[src/sv/priority_process_scheduler_unit_macros.svh]
// Assertion macros for the scheduler RTL.
// Depends on nothing; included by modules that check their own logic.
`ifndef PRIORITY_PROCESS_SCHEDULER_UNIT_MACROS_SVH
`define PRIORITY_PROCESS_SCHEDULER_UNIT_MACROS_SVH
// Implication checked on every clock edge outside reset.
`define PPS_ASSERT_IMP(label, clk, rst, ante, cons, msg) \
   label: assert property (@(posedge clk) disable iff (rst) (ante) |-> (cons)) else $error(msg);
// Next-cycle implication checked outside reset.
`define PPS_ASSERT_NEXT(label, clk, rst, ante, cons, msg) \
   label: assert property (@(posedge clk) disable iff (rst) (ante) |=> (cons)) else $error(msg);
`endif

[src/sv/pps_pkg.sv]
// Shared types and constants of the priority process scheduler.
// Depends on nothing; imported by every RTL module.
package pps_pkg;
   localparam int SLOTS   = 16;
   localparam int SLOT_W  = $clog2(SLOTS);
   localparam int CNT_W   = $clog2(SLOTS + 1);

   localparam logic [1:0] OP_ADD    = 2'd0;
   localparam logic [1:0] OP_TICK   = 2'd1;
   localparam logic [1:0] OP_REMOVE = 2'd2;

   localparam logic [1:0] ST_OK       = 2'd0;
   localparam logic [1:0] ST_FULL     = 2'd1;
   localparam logic [1:0] ST_NOTFOUND = 2'd2;
   localparam logic [1:0] ST_IGNORED  = 2'd3;

   typedef struct packed {
      logic [1:0]  opcode;
      logic [15:0] proc_id;
      logic [31:0] arrival_time;
      logic [15:0] burst_length;
      logic [7:0]  prio_level;
   } req_type;

   typedef struct packed {
      logic [1:0]  status;
      logic [31:0] tick_time;
      logic        running_valid;
      logic [15:0] running_id;
      logic        done_valid;
      logic [31:0] turnaround;
      logic [31:0] waiting;
      logic        all_finished;
   } rsp_type;

   // One slot entry as held in the memory.
   typedef struct packed {
      logic [15:0] id;
      logic [31:0] arrival;
      logic [15:0] burst;
      logic [15:0] remaining;
      logic [7:0]  priority_lvl;
   } entry_type;

   // Memory access command from the sequencer.
   typedef struct packed {
      logic              rd_en;
      logic [SLOT_W-1:0] rd_addr;
      logic              wr_en;
      logic [SLOT_W-1:0] wr_addr;
      entry_type         wr_data;
   } mem_cmd_type;
endpackage

[src/sv/pps_if.sv]
// Valid/ready channel interface carrying one payload beat.
// Depends on pps_pkg only through the payload type parameter.
interface pps_if #(parameter type payload_type = logic) ();
   logic        valid;
   logic        ready;
   payload_type data;
   modport source (output valid, output data, input ready);
   modport sink (input valid, input data, output ready);
endinterface

[src/sv/pps_slot_ram.sv]
// Slot entry memory: one write port, one registered read port.
// Depends on pps_pkg for the entry type and the access command.
module pps_slot_ram import pps_pkg::*; (
   input  logic        clock,
   input  mem_cmd_type cmd,
   output entry_type   rd_data
);
   entry_type mem [SLOTS];

   // Synchronous write and registered read.
   always_ff @(posedge clock) begin
      if (cmd.wr_en) begin
         mem[cmd.wr_addr] <= cmd.wr_data;
      end
      if (cmd.rd_en) begin
         rd_data <= mem[cmd.rd_addr];
      end
   end
endmodule

[src/sv/pps_seq.sv]
// Sequencer: walks the slot memory for add, remove and tick operations.
// Depends on pps_pkg and the assertion macro header.
`include "priority_process_scheduler_unit_macros.svh"
module pps_seq import pps_pkg::*; (
   input  logic        clock,
   input  logic        reset,
   input  logic        preempt,
   input  logic        req_valid,
   input  req_type     req_data,
   output logic        req_ready,
   output logic        rsp_valid,
   input  logic        rsp_ready,
   output rsp_type     rsp_data,
   output mem_cmd_type cmd,
   input  entry_type   rd_data
);
   localparam logic [2:0] S_IDLE  = 3'd0;
   localparam logic [2:0] S_SCAN  = 3'd1;
   localparam logic [2:0] S_LAST  = 3'd2;
   localparam logic [2:0] S_RUN   = 3'd3;
   localparam logic [2:0] S_WB    = 3'd4;
   localparam logic [2:0] S_OUT   = 3'd5;

   // Flag vectors held in flip-flops, cleared by reset.
   logic [SLOTS-1:0] valid_ff, valid_in, started_ff, started_in;
   logic [SLOTS-1:0] fin_ff, fin_in, ready_ff, ready_in;
   logic [2:0]        state_ff, state_in;
   logic [SLOT_W-1:0] idx_ff, idx_in;     // address issued
   logic [SLOT_W-1:0] ridx_ff, ridx_in;   // address of data now returning
   logic              rvld_ff, rvld_in;
   logic [31:0]       now_ff, now_in;
   logic              busy_ff, busy_in, pre_ff, pre_in;
   logic [SLOT_W-1:0] run_ff, run_in;
   logic [SLOT_W-1:0] best_ff, best_in;
   logic              bestv_ff, bestv_in;
   logic [7:0]        bestp_ff, bestp_in, runp_ff, runp_in;
   logic              hit_ff, hit_in;
   req_type           req_ff, req_in;
   rsp_type           rsp_ff, rsp_in;
   logic              out_ff, out_in;
   entry_type         wb_ent;

   logic [SLOTS-1:0] live;
   logic [SLOT_W-1:0] free_idx;
   logic              free_ok;
   logic              wb_done;

   assign live = valid_ff & ~fin_ff;

   // Lowest free slot.
   always_comb begin
      free_idx = '0;
      free_ok  = 1'b0;
      for (int i = SLOTS - 1; i >= 0; i--) begin
         if (!valid_ff[i]) begin
            free_idx = SLOT_W'(i);
            free_ok  = 1'b1;
         end
      end
   end

   assign req_ready = (state_ff == S_IDLE) && !out_ff;
   assign rsp_valid = out_ff;
   assign rsp_data  = rsp_ff;
   assign wb_done   = (state_ff == S_WB) && rsp_in.done_valid;

   // Main sequencer.
   always_comb begin
      state_in = state_ff; idx_in = idx_ff; ridx_in = idx_ff; rvld_in = 1'b0;
      valid_in = valid_ff; started_in = started_ff; fin_in = fin_ff; ready_in = ready_ff;
      now_in = now_ff; busy_in = busy_ff; run_in = run_ff; pre_in = pre_ff;
      best_in = best_ff; bestv_in = bestv_ff; bestp_in = bestp_ff; runp_in = runp_ff;
      hit_in = hit_ff; req_in = req_ff; rsp_in = rsp_ff; out_in = out_ff;
      wb_ent = rd_data;
      cmd = '0;
      if (out_ff && rsp_ready) begin
         out_in = 1'b0;
      end
      unique case (state_ff)
         S_IDLE: begin
            pre_in = preempt;
            if (req_valid && req_ready) begin
               req_in = req_data;
               rsp_in = '0;
               unique case (req_data.opcode)
                  OP_ADD: begin
                     if (free_ok) begin
                        cmd.wr_en   = 1'b1;
                        cmd.wr_addr = free_idx;
                        cmd.wr_data.id = req_data.proc_id;
                        cmd.wr_data.arrival = req_data.arrival_time;
                        cmd.wr_data.burst = (req_data.burst_length == 16'd0) ?
                           16'd1 : req_data.burst_length;
                        cmd.wr_data.remaining = cmd.wr_data.burst;
                        cmd.wr_data.priority_lvl = req_data.prio_level;
                        valid_in[free_idx] = 1'b1;
                        started_in[free_idx] = 1'b0;
                        fin_in[free_idx] = 1'b0;
                        ready_in[free_idx] = 1'b0;
                     end else begin
                        rsp_in.status = ST_FULL;
                     end
                     state_in = S_OUT;
                  end
                  OP_TICK: begin
                     if (live == '0) begin
                        rsp_in.status = ST_IGNORED;
                        state_in = S_OUT;
                     end else begin
                        idx_in = '0; bestv_in = 1'b0; hit_in = 1'b0;
                        state_in = S_SCAN;
                     end
                  end
                  OP_REMOVE: begin
                     idx_in = '0; hit_in = 1'b0;
                     state_in = S_SCAN;
                  end
                  default: state_in = S_OUT;
               endcase
            end
         end
         S_SCAN, S_LAST: begin
            // Issue a read for idx_ff, consume data for ridx_ff.
            if (state_ff == S_SCAN) begin
               cmd.rd_en = 1'b1; cmd.rd_addr = idx_ff;
               rvld_in = 1'b1;
               idx_in = idx_ff + SLOT_W'(1);
               if (idx_ff == SLOT_W'(SLOTS - 1)) state_in = S_LAST;
            end else begin
               state_in = S_RUN;
            end
            if (rvld_ff) begin
               if (req_ff.opcode == OP_REMOVE) begin
                  if (!hit_ff && valid_ff[ridx_ff] && rd_data.id == req_ff.proc_id) begin
                     hit_in = 1'b1; best_in = ridx_ff;
                  end
               end else begin
                  logic rdy;
                  rdy = ready_ff[ridx_ff];
                  if (valid_ff[ridx_ff] && !started_ff[ridx_ff] && !fin_ff[ridx_ff]
                      && rd_data.arrival == now_ff) begin
                     rdy = 1'b1; ready_in[ridx_ff] = 1'b1;
                  end
                  if (valid_ff[ridx_ff] && rdy &&
                      (!bestv_ff || rd_data.priority_lvl < bestp_ff)) begin
                     bestv_in = 1'b1; best_in = ridx_ff; bestp_in = rd_data.priority_lvl;
                  end
                  if (ridx_ff == run_ff) runp_in = rd_data.priority_lvl;
               end
            end
         end
         S_RUN: begin
            if (req_ff.opcode == OP_REMOVE) begin
               if (hit_ff) begin
                  if (busy_ff && run_ff == best_ff) busy_in = 1'b0;
                  valid_in[best_ff] = 1'b0; ready_in[best_ff] = 1'b0;
                  started_in[best_ff] = 1'b0; fin_in[best_ff] = 1'b0;
               end else begin
                  rsp_in.status = ST_NOTFOUND;
               end
               state_in = S_OUT;
            end else begin
               logic [SLOT_W-1:0] r;
               logic              b;
               r = run_ff; b = busy_ff;
               if (!busy_ff) begin
                  if (bestv_ff) begin
                     ready_in[best_ff] = 1'b0; r = best_ff; b = 1'b1;
                  end
               end else if (pre_ff && bestv_ff && bestp_ff < runp_ff) begin
                  ready_in[run_ff] = 1'b1; ready_in[best_ff] = 1'b0; r = best_ff;
               end
               run_in = r; busy_in = b;
               rsp_in.tick_time = now_ff;
               now_in = now_ff + 32'd1;
               if (b) begin
                  cmd.rd_en = 1'b1; cmd.rd_addr = r;
                  state_in = S_WB;
               end else begin
                  state_in = S_OUT;
               end
            end
         end
         S_WB: begin
            // Read-modify-write of the running entry; now_ff already holds the end of the tick.
            wb_ent.remaining = (rd_data.remaining > 16'd0) ?
               rd_data.remaining - 16'd1 : 16'd0;
            cmd.wr_en = 1'b1; cmd.wr_addr = run_ff; cmd.wr_data = wb_ent;
            started_in[run_ff] = 1'b1;
            rsp_in.running_valid = 1'b1;
            rsp_in.running_id = rd_data.id;
            if (wb_ent.remaining == 16'd0) begin
               rsp_in.done_valid = 1'b1;
               rsp_in.turnaround = now_ff - rd_data.arrival;
               rsp_in.waiting = now_ff - rd_data.arrival - 32'(rd_data.burst);
               fin_in[run_ff] = 1'b1;
               busy_in = 1'b0;
            end
            state_in = S_OUT;
         end
         S_OUT: begin
            rsp_in.all_finished = ((valid_ff & ~fin_ff) == '0);
            out_in = 1'b1;
            state_in = S_IDLE;
         end
         default: state_in = S_IDLE;
      endcase
   end

   // Control registers.
   always_ff @(posedge clock) begin
      if (reset) begin
         state_ff <= S_IDLE; valid_ff <= '0; started_ff <= '0; fin_ff <= '0;
         ready_ff <= '0; now_ff <= '0; busy_ff <= 1'b0; run_ff <= '0;
         out_ff <= 1'b0; rvld_ff <= 1'b0;
      end else begin
         state_ff <= state_in; valid_ff <= valid_in; started_ff <= started_in;
         fin_ff <= fin_in; ready_ff <= ready_in; now_ff <= now_in;
         busy_ff <= busy_in; run_ff <= run_in; out_ff <= out_in; rvld_ff <= rvld_in;
      end
   end

   // Payload registers.
   always_ff @(posedge clock) begin
      idx_ff <= idx_in; ridx_ff <= ridx_in; pre_ff <= pre_in;
      best_ff <= best_in; bestv_ff <= bestv_in; bestp_ff <= bestp_in;
      runp_ff <= runp_in; hit_ff <= hit_in; req_ff <= req_in;
      rsp_ff <= rsp_in;
   end

   `PPS_ASSERT_IMP(a_busy_valid, clock, reset, busy_ff, live[run_ff], "running slot not live")
   `PPS_ASSERT_IMP(a_no_accept_out, clock, reset, out_ff, state_ff == S_IDLE, "beat off idle")
   `PPS_ASSERT_NEXT(a_done_idle, clock, reset, wb_done, !busy_ff, "completed slot still busy")
   `PPS_ASSERT_IMP(a_wb_busy, clock, reset, state_ff == S_WB, busy_ff, "write-back while idle")
endmodule

[src/sv/priority_process_scheduler_unit.sv]
// Priority process scheduler: add, remove and tick over a 16-slot table.
// Add and ignored tick go straight to the result beat; remove and tick first scan every slot,
// and a tick that runs a process writes its entry back. Throughput: one item at a time, the next
// request taken after the result beat; the slot scan, one memory read per cycle, sets the rate.
// Reset (synchronous): all slots empty, time zero, CPU idle, non-preemptive mode.
// Depends on pps_pkg, pps_if, pps_slot_ram and pps_seq.
module priority_process_scheduler_unit import pps_pkg::*; (
   input  logic  clock,
   input  logic  reset,
   pps_if.sink   req_ch,
   pps_if.source rsp_ch,
   input  logic  csr_wr_en,
   input  logic  csr_wr_data
);
   logic        preempt_ff;
   mem_cmd_type cmd;
   entry_type   rd_data;

   // Mode register.
   always_ff @(posedge clock) begin
      if (reset) begin
         preempt_ff <= 1'b0;
      end else if (csr_wr_en) begin
         preempt_ff <= csr_wr_data;
      end
   end

   pps_slot_ram u_ram (.clock(clock), .cmd(cmd), .rd_data(rd_data));

   pps_seq u_seq (
      .clock(clock), .reset(reset), .preempt(preempt_ff),
      .req_valid(req_ch.valid), .req_data(req_ch.data), .req_ready(req_ch.ready),
      .rsp_valid(rsp_ch.valid), .rsp_ready(rsp_ch.ready), .rsp_data(rsp_ch.data),
      .cmd(cmd), .rd_data(rd_data)
   );
endmodule
[src/flat_wrapper.sv]
// flat-port wrapper written by rule: the top's interface ports become plain ports
module priority_process_scheduler_unit_flat import pps_pkg::*;
  (clock, reset, csr_wr_en, csr_wr_data, req_ch_valid, req_ch_data, req_ch_ready, rsp_ch_valid, rsp_ch_data, rsp_ch_ready);
  pps_if req_ch_i ();
  pps_if rsp_ch_i ();
  input  logic clock;
  input  logic reset;
  input  logic csr_wr_en;
  input  logic csr_wr_data;
  input wire logic [$bits(req_ch_i.valid)-1:0] req_ch_valid;
  input wire logic [$bits(req_ch_i.data)-1:0] req_ch_data;
  output wire logic [$bits(req_ch_i.ready)-1:0] req_ch_ready;
  output wire logic [$bits(rsp_ch_i.valid)-1:0] rsp_ch_valid;
  output wire logic [$bits(rsp_ch_i.data)-1:0] rsp_ch_data;
  input wire logic [$bits(rsp_ch_i.ready)-1:0] rsp_ch_ready;
  assign req_ch_i.valid = req_ch_valid;
  assign req_ch_i.data = req_ch_data;
  assign req_ch_ready = req_ch_i.ready;
  assign rsp_ch_valid = rsp_ch_i.valid;
  assign rsp_ch_data = rsp_ch_i.data;
  assign rsp_ch_i.ready = rsp_ch_ready;
  priority_process_scheduler_unit u_core (.clock(clock), .reset(reset), .req_ch(req_ch_i), .rsp_ch(rsp_ch_i), .csr_wr_en(csr_wr_en), .csr_wr_data(csr_wr_data));
endmodule
[config.mk]
export PLATFORM = sky130hd
export DESIGN_NAME = priority_process_scheduler_unit_flat
export DESIGN_NICKNAME = d
export VERILOG_FILES = /design/src/sv/pps_pkg.sv /design/src/sv/pps_if.sv /design/src/sv/pps_slot_ram.sv /design/src/sv/pps_seq.sv /design/src/sv/priority_process_scheduler_unit.sv /design/src/flat_wrapper.sv
export VERILOG_INCLUDE_DIRS = /design/src /design/src/sv
export SDC_FILE = /design/constraint.sdc
export NUM_CORES = 1
export LEC_CHECK = 0
export BUFFER_PORTS_ARGS = -buffer_cell sky130_fd_sc_hd__buf_4
export CAP_MARGIN = 0
export CORE_MARGIN = 5
export CORE_UTILIZATION = 55
export DETAILED_ROUTE_END_ITERATION = 8
export PLACE_DENSITY = 0.7
export SYNTH_ARGS = -nofsm -noshare
export SYNTH_HDL_FRONTEND = slang
export SYNTH_HIERARCHICAL = 1
export SYNTH_SLANG_ARGS = --single-unit
[constraint.sdc]
create_clock -name clock -period 15.71 [get_ports clock]
set_input_delay 2.3565 -clock clock [delete_from_list [all_inputs] [get_ports clock]]
set_output_delay 2.3565 -clock clock [all_outputs]
set_load 0.01 [all_outputs]
# [Word-level counts from Yosys, hierarchy flattened]
# Memory sizes are Yosys's and may differ from the RTL's. A register that Yosys moved wholly into a read port is not among the register bits.
# Cells that the tools add are included.
[word_totals] elab_cells=194 n_memories=1 out_inout_bits=3 ff_bits=137 ram_bits=1408 input_bits=7
[op_classes] bitwise=16 n_lt_le_gt_ge=11 eq_ne=15 muxes=93 n_addsub=3 reduce_logical=37
[memory_table] memory="u_core.u_ram.mem" words=16 width=88 read_ports=1 rd_ports_with_merged_regs=1 wr=1 line="pps_slot_ram.sv:8" text="entry_type mem [SLOTS];"
[op_table] operator="$mux 16" count=15
[op_table] operator="$mux 93" count=2
[op_table] operator="$pmux 93 s2" count=1
[op_table] operator="$and 16x16->16" count=6
[op_table] operator="$or 16x16->16" count=5
[op_table] operator="$mux 4" count=19
[op_table] operator="$pmux 16 s2" count=2
[op_table] operator="$not 16->16" count=3
[op_table] operator="$pmux 16 s3" count=1
[op_table] operator="$mux 1" count=36
[op_table] operator="$add 32x1->32 const B" count=1
[op_table] operator="$eq 32x32->1" count=1
[op_table] operator="$logic_not 16->1" count=2
[op_table] operator="$lt 4x5->1 const B" count=4
[op_table] operator="$bmux 1 s4" count=4
[op_table] operator="$demux 1 s4" count=4
[op_table] operator="$ge 4x1->1 const B" count=4
[op_table] operator="$gt 16x1->1 const B" count=1
[op_table] operator="$lt 8x8->1" count=2
[op_table] operator="$sub 16x1->16 const B" count=1
[op_table] operator="$logic_and 1x1->1" count=13
[op_table] operator="$pmux 3 s4" count=1
[op_table] operator="$mux 5" count=2
[op_table] operator="$pmux 5 s2" count=1
[op_table] operator="22 further kinds" count=44

# [Logic depth before layout (Yosys ltp)]
[depth] depth_word=25 mapped_depth=16

# [Hierarchy]
# Netlist, hierarchy kept.
[by_module_without_submodules] mod="pps_slot_ram" cells_per_inst=2256 area_each_um2=55241.7 n_inst=1
[by_module_without_submodules] mod="pps_seq" cells_per_inst=1878 area_each_um2=17077.6 n_inst=1
[by_module_without_submodules] mod="priority_process_scheduler_unit" cells_per_inst=4 area_each_um2=37.5 n_inst=1

# [Least setup slack after synthesis]
# Ideal clock, no wire load.
[synth_path] path_type="input to register" start="in req_ch_valid" end="mem u_core/u_ram/mem[0][0] (netlist name), enable pin" cell_stages=6 setup_ns=0.642 arrival_time_ns=9.532 slack_ns=5.535 path_buffers=1 cell_sequence="nand2_1 > nor2_1 > clkbuf_1 > a32o_1 > or3b_1 > nor3_1"
[synth_rtl] item="from (decl)" line="flat_wrapper.sv:10" text="input wire logic [$bits(req_ch_i.valid)-1:0] req_ch_valid;"
[synth_rtl] item="to (decl)" line="pps_slot_ram.sv:8"

==> flow_metrics.env <==
export IMPL_hold_worst_slack_ns=0.453
export IMPL_critPathArrivalTime_ns=7.21
export IMPL_drt_pass1_iter_count=6
export IMPL_grt_ovfl_total=0
export IMPL_p_switching_mw=3.02
export IMPL_synthCells=3112
export IMPL_fin_tns_setup_ns=0
export IMPL_htree_num_levels=4
export IMPL_cp_max_fo=69
export IMPL_cp_required_ns=16.17
export IMPL_maxCapViolCount=0
export IMPL_setup_viol=0
export IMPL_wl_um=133000
export IMPL_postRouteAntennaNets=0
export IMPL_syn_mean_instance_area_sq_um=17.9
export IMPL_clk_latency_ns=0.75
export IMPL_layout_drive_gt1_share_pct=18.8
export IMPL_cts_root_buf="clkbuf_16"
export IMPL_cp_end_kind="flip-flop"
export IMPL_port_buffers=9
export IMPL_antenna_found_initial=2
export IMPL_start_kind="flip-flop"
export IMPL_sw_frac_of_total_pct=29.3
export IMPL_maxSlewViolCount=0
export IMPL_finalHoldViolCount=0
export IMPL_cts_hold_buf=0
export IMPL_power_share_clock_pct=31.5
export IMPL_drc=0
export IMPL_min_period_ns=6.75
export IMPL_post_cts_buffers=0
export IMPL_irDropWorstVdd_uv=88.0
export IMPL_combPwrFrac_pct=22.7
export IMPL_drt_first_iter_violations=3500
export IMPL_fp_dieH_um=328
export IMPL_via_count=30000
export IMPL_max_clock_path_buffers=3
export IMPL_cts_clk_slew_worst_paths_ns=0.06
export IMPL_grt_pass1_vias=30400
export IMPL_ctsResizeCount=0
export IMPL_grt_max_degree=122
export IMPL_rsz0062_at_grt="no"
export IMPL_internal_power_mw=7.28
export IMPL_period_share_pct=42.9
export IMPL_max_freq_ghz=0.148
export IMPL_fp_dieW_um=328
export IMPL_viasPerCell=6.41
export IMPL_die_area_sq_mm=0.107
export IMPL_final_cells=4678
export IMPL_finish_net_count=3315
export IMPL_reg2reg_slack_ns=8.96
export IMPL_layout_common_cells="1270 x edfxtp_1, 302 x mux4_2, 189 x nand2_1, 146 x clkbuf_16, 146 x a22oi_1"
export IMPL_grt_use_total_pct=24.9
export IMPL_final_common_cell="edfxtp_1"
export IMPL_leakage_nw=20.4
export IMPL_core_area_sq_mm=0.100
export IMPL_synth_area_sq_mm=0.0556
export IMPL_worstHoldPathType="reg2reg"
export IMPL_clock_sinks=1381
export IMPL_slew_headroom_pct=7.79
export IMPL_routabilityCongestion=0.900
export IMPL_grt_pass1_wl_um=199000
export IMPL_path_class="reg2reg"
export IMPL_rows=116
export IMPL_cts_tree="yes"
export IMPL_dp_hpwl_um=75000
export IMPL_max_slew_worst_pin_slew_ns=1.37
export IMPL_fin_worst_skew_ns=0.0238
export IMPL_io_pins=10
export IMPL_area_growth_pct=11.6
export IMPL_seqPwrFrac_pct=45.8
export IMPL_cellPowerDensity_mw_per_mm2=166
export IMPL_yosysWarnings=6
export IMPL_dp_cells=4413
export IMPL_routedWlPerCell_um=28.5
export IMPL_initial_utilization_pct=55.5
export IMPL_status="completed"
export IMPL_cts_buffers_inserted=142
## flip-flops by register name, summed over array words and instances (netlist names), 3 cells and up
register,count
u_core/u_seq/best_ff,4
u_core/u_seq/run_ff,4
u_core/u_seq/started_ff,16
u_core/u_ram/mem,1152
u_core/u_seq/bestp_ff,8
u_core/u_seq/now_ff,32
u_core/u_seq/state_ff,3
u_core/u_seq/ready_ff,16
u_core/u_seq/ridx_ff,4
u_core/u_seq/valid_ff,16
u_core/u_ram/rd_data,72
u_core/u_seq/fin_ff,16
u_core/u_seq/req_ff,18
u_core/u_seq/runp_ff,8
u_core/u_seq/idx_ff,4
## path summary, 6_finish.rpt
check	from	cells past startpoint	to
worst max-delay path	u_core/u_seq/state_ff[1]	12	u_core/u_ram/rd_data[68]
worst min-delay path	u_core/preempt_ff	0	u_core/u_seq/pre_ff
worst max register to register	u_core/u_seq/state_ff[1]	12	u_core/u_ram/rd_data[68]
worst min register to register	u_core/preempt_ff	0	u_core/u_seq/pre_ff
## stage by stage
stage | utilization [%] | power, mW | setup slack [ns] | instance area (sq um)
floorplan | - | 6.35 | 6.75 | 56000
global placement | 57.4 | 7.04 | 9.23 | 57500
detailed placement | 57.4 | 7.11 | 9.08 | 57500
CTS | 61.9 | 10.3 | 9.00 | 62000
global route | 61.9 | 10.7 | 8.61 | 62000
finish | 61.9 | 10.3 | 8.96 | 62000
## layout make-up
class / instances / area [sq um]
fillers: 6951 / 38100
inverters: 79 / 297
flip-flops and latches: 1381 / 40400
multi-input cells: 1563 / 14500
repair buffers: 93 / 711
clock inverters: 85 / 719
well taps: 1298 / 1620
clock buffers: 175 / 3770
diodes: 4 / 10.0
## per-layer routing
metal  routed length (um)  global-route usage [%]  share of wire [%]
met5                    0                       0                  0
met3                12400                    5.15                9.3
met2                64300                    39.6                 48
met1                53400                    36.0                 40
met4                 2960                    6.54                2.2
## power groups by stage
stage | combinational [mW] | clock, mW | sequential, mW
2_1_floorplan | 1.63 | 0 | 4.72
3_3_place_gp | 2.27 | 0 | 4.77
3_5_place_dp | 2.33 | 0 | 4.78
4_1_cts | 2.34 | 3.30 | 4.71
5_1_grt | 2.52 | 3.47 | 4.73
6_report | 2.34 | 3.24 | 4.71
## critical path, cell delays in order (launching register included)
cell and delay, ns:
dfxtp_1 0.60, nand2_1 0.16, or2_2 0.47, nor2_1 0.33, o21ai_0 0.47, o21ai_4 0.28
buf_4 0.64, buf_4 0.76, buf_4 0.90, buf_4 0.86, mux4_2 0.42, a22oi_1 0.34
nand2_1 0.09
Note: power is estimated with default switching activity, not from simulation.
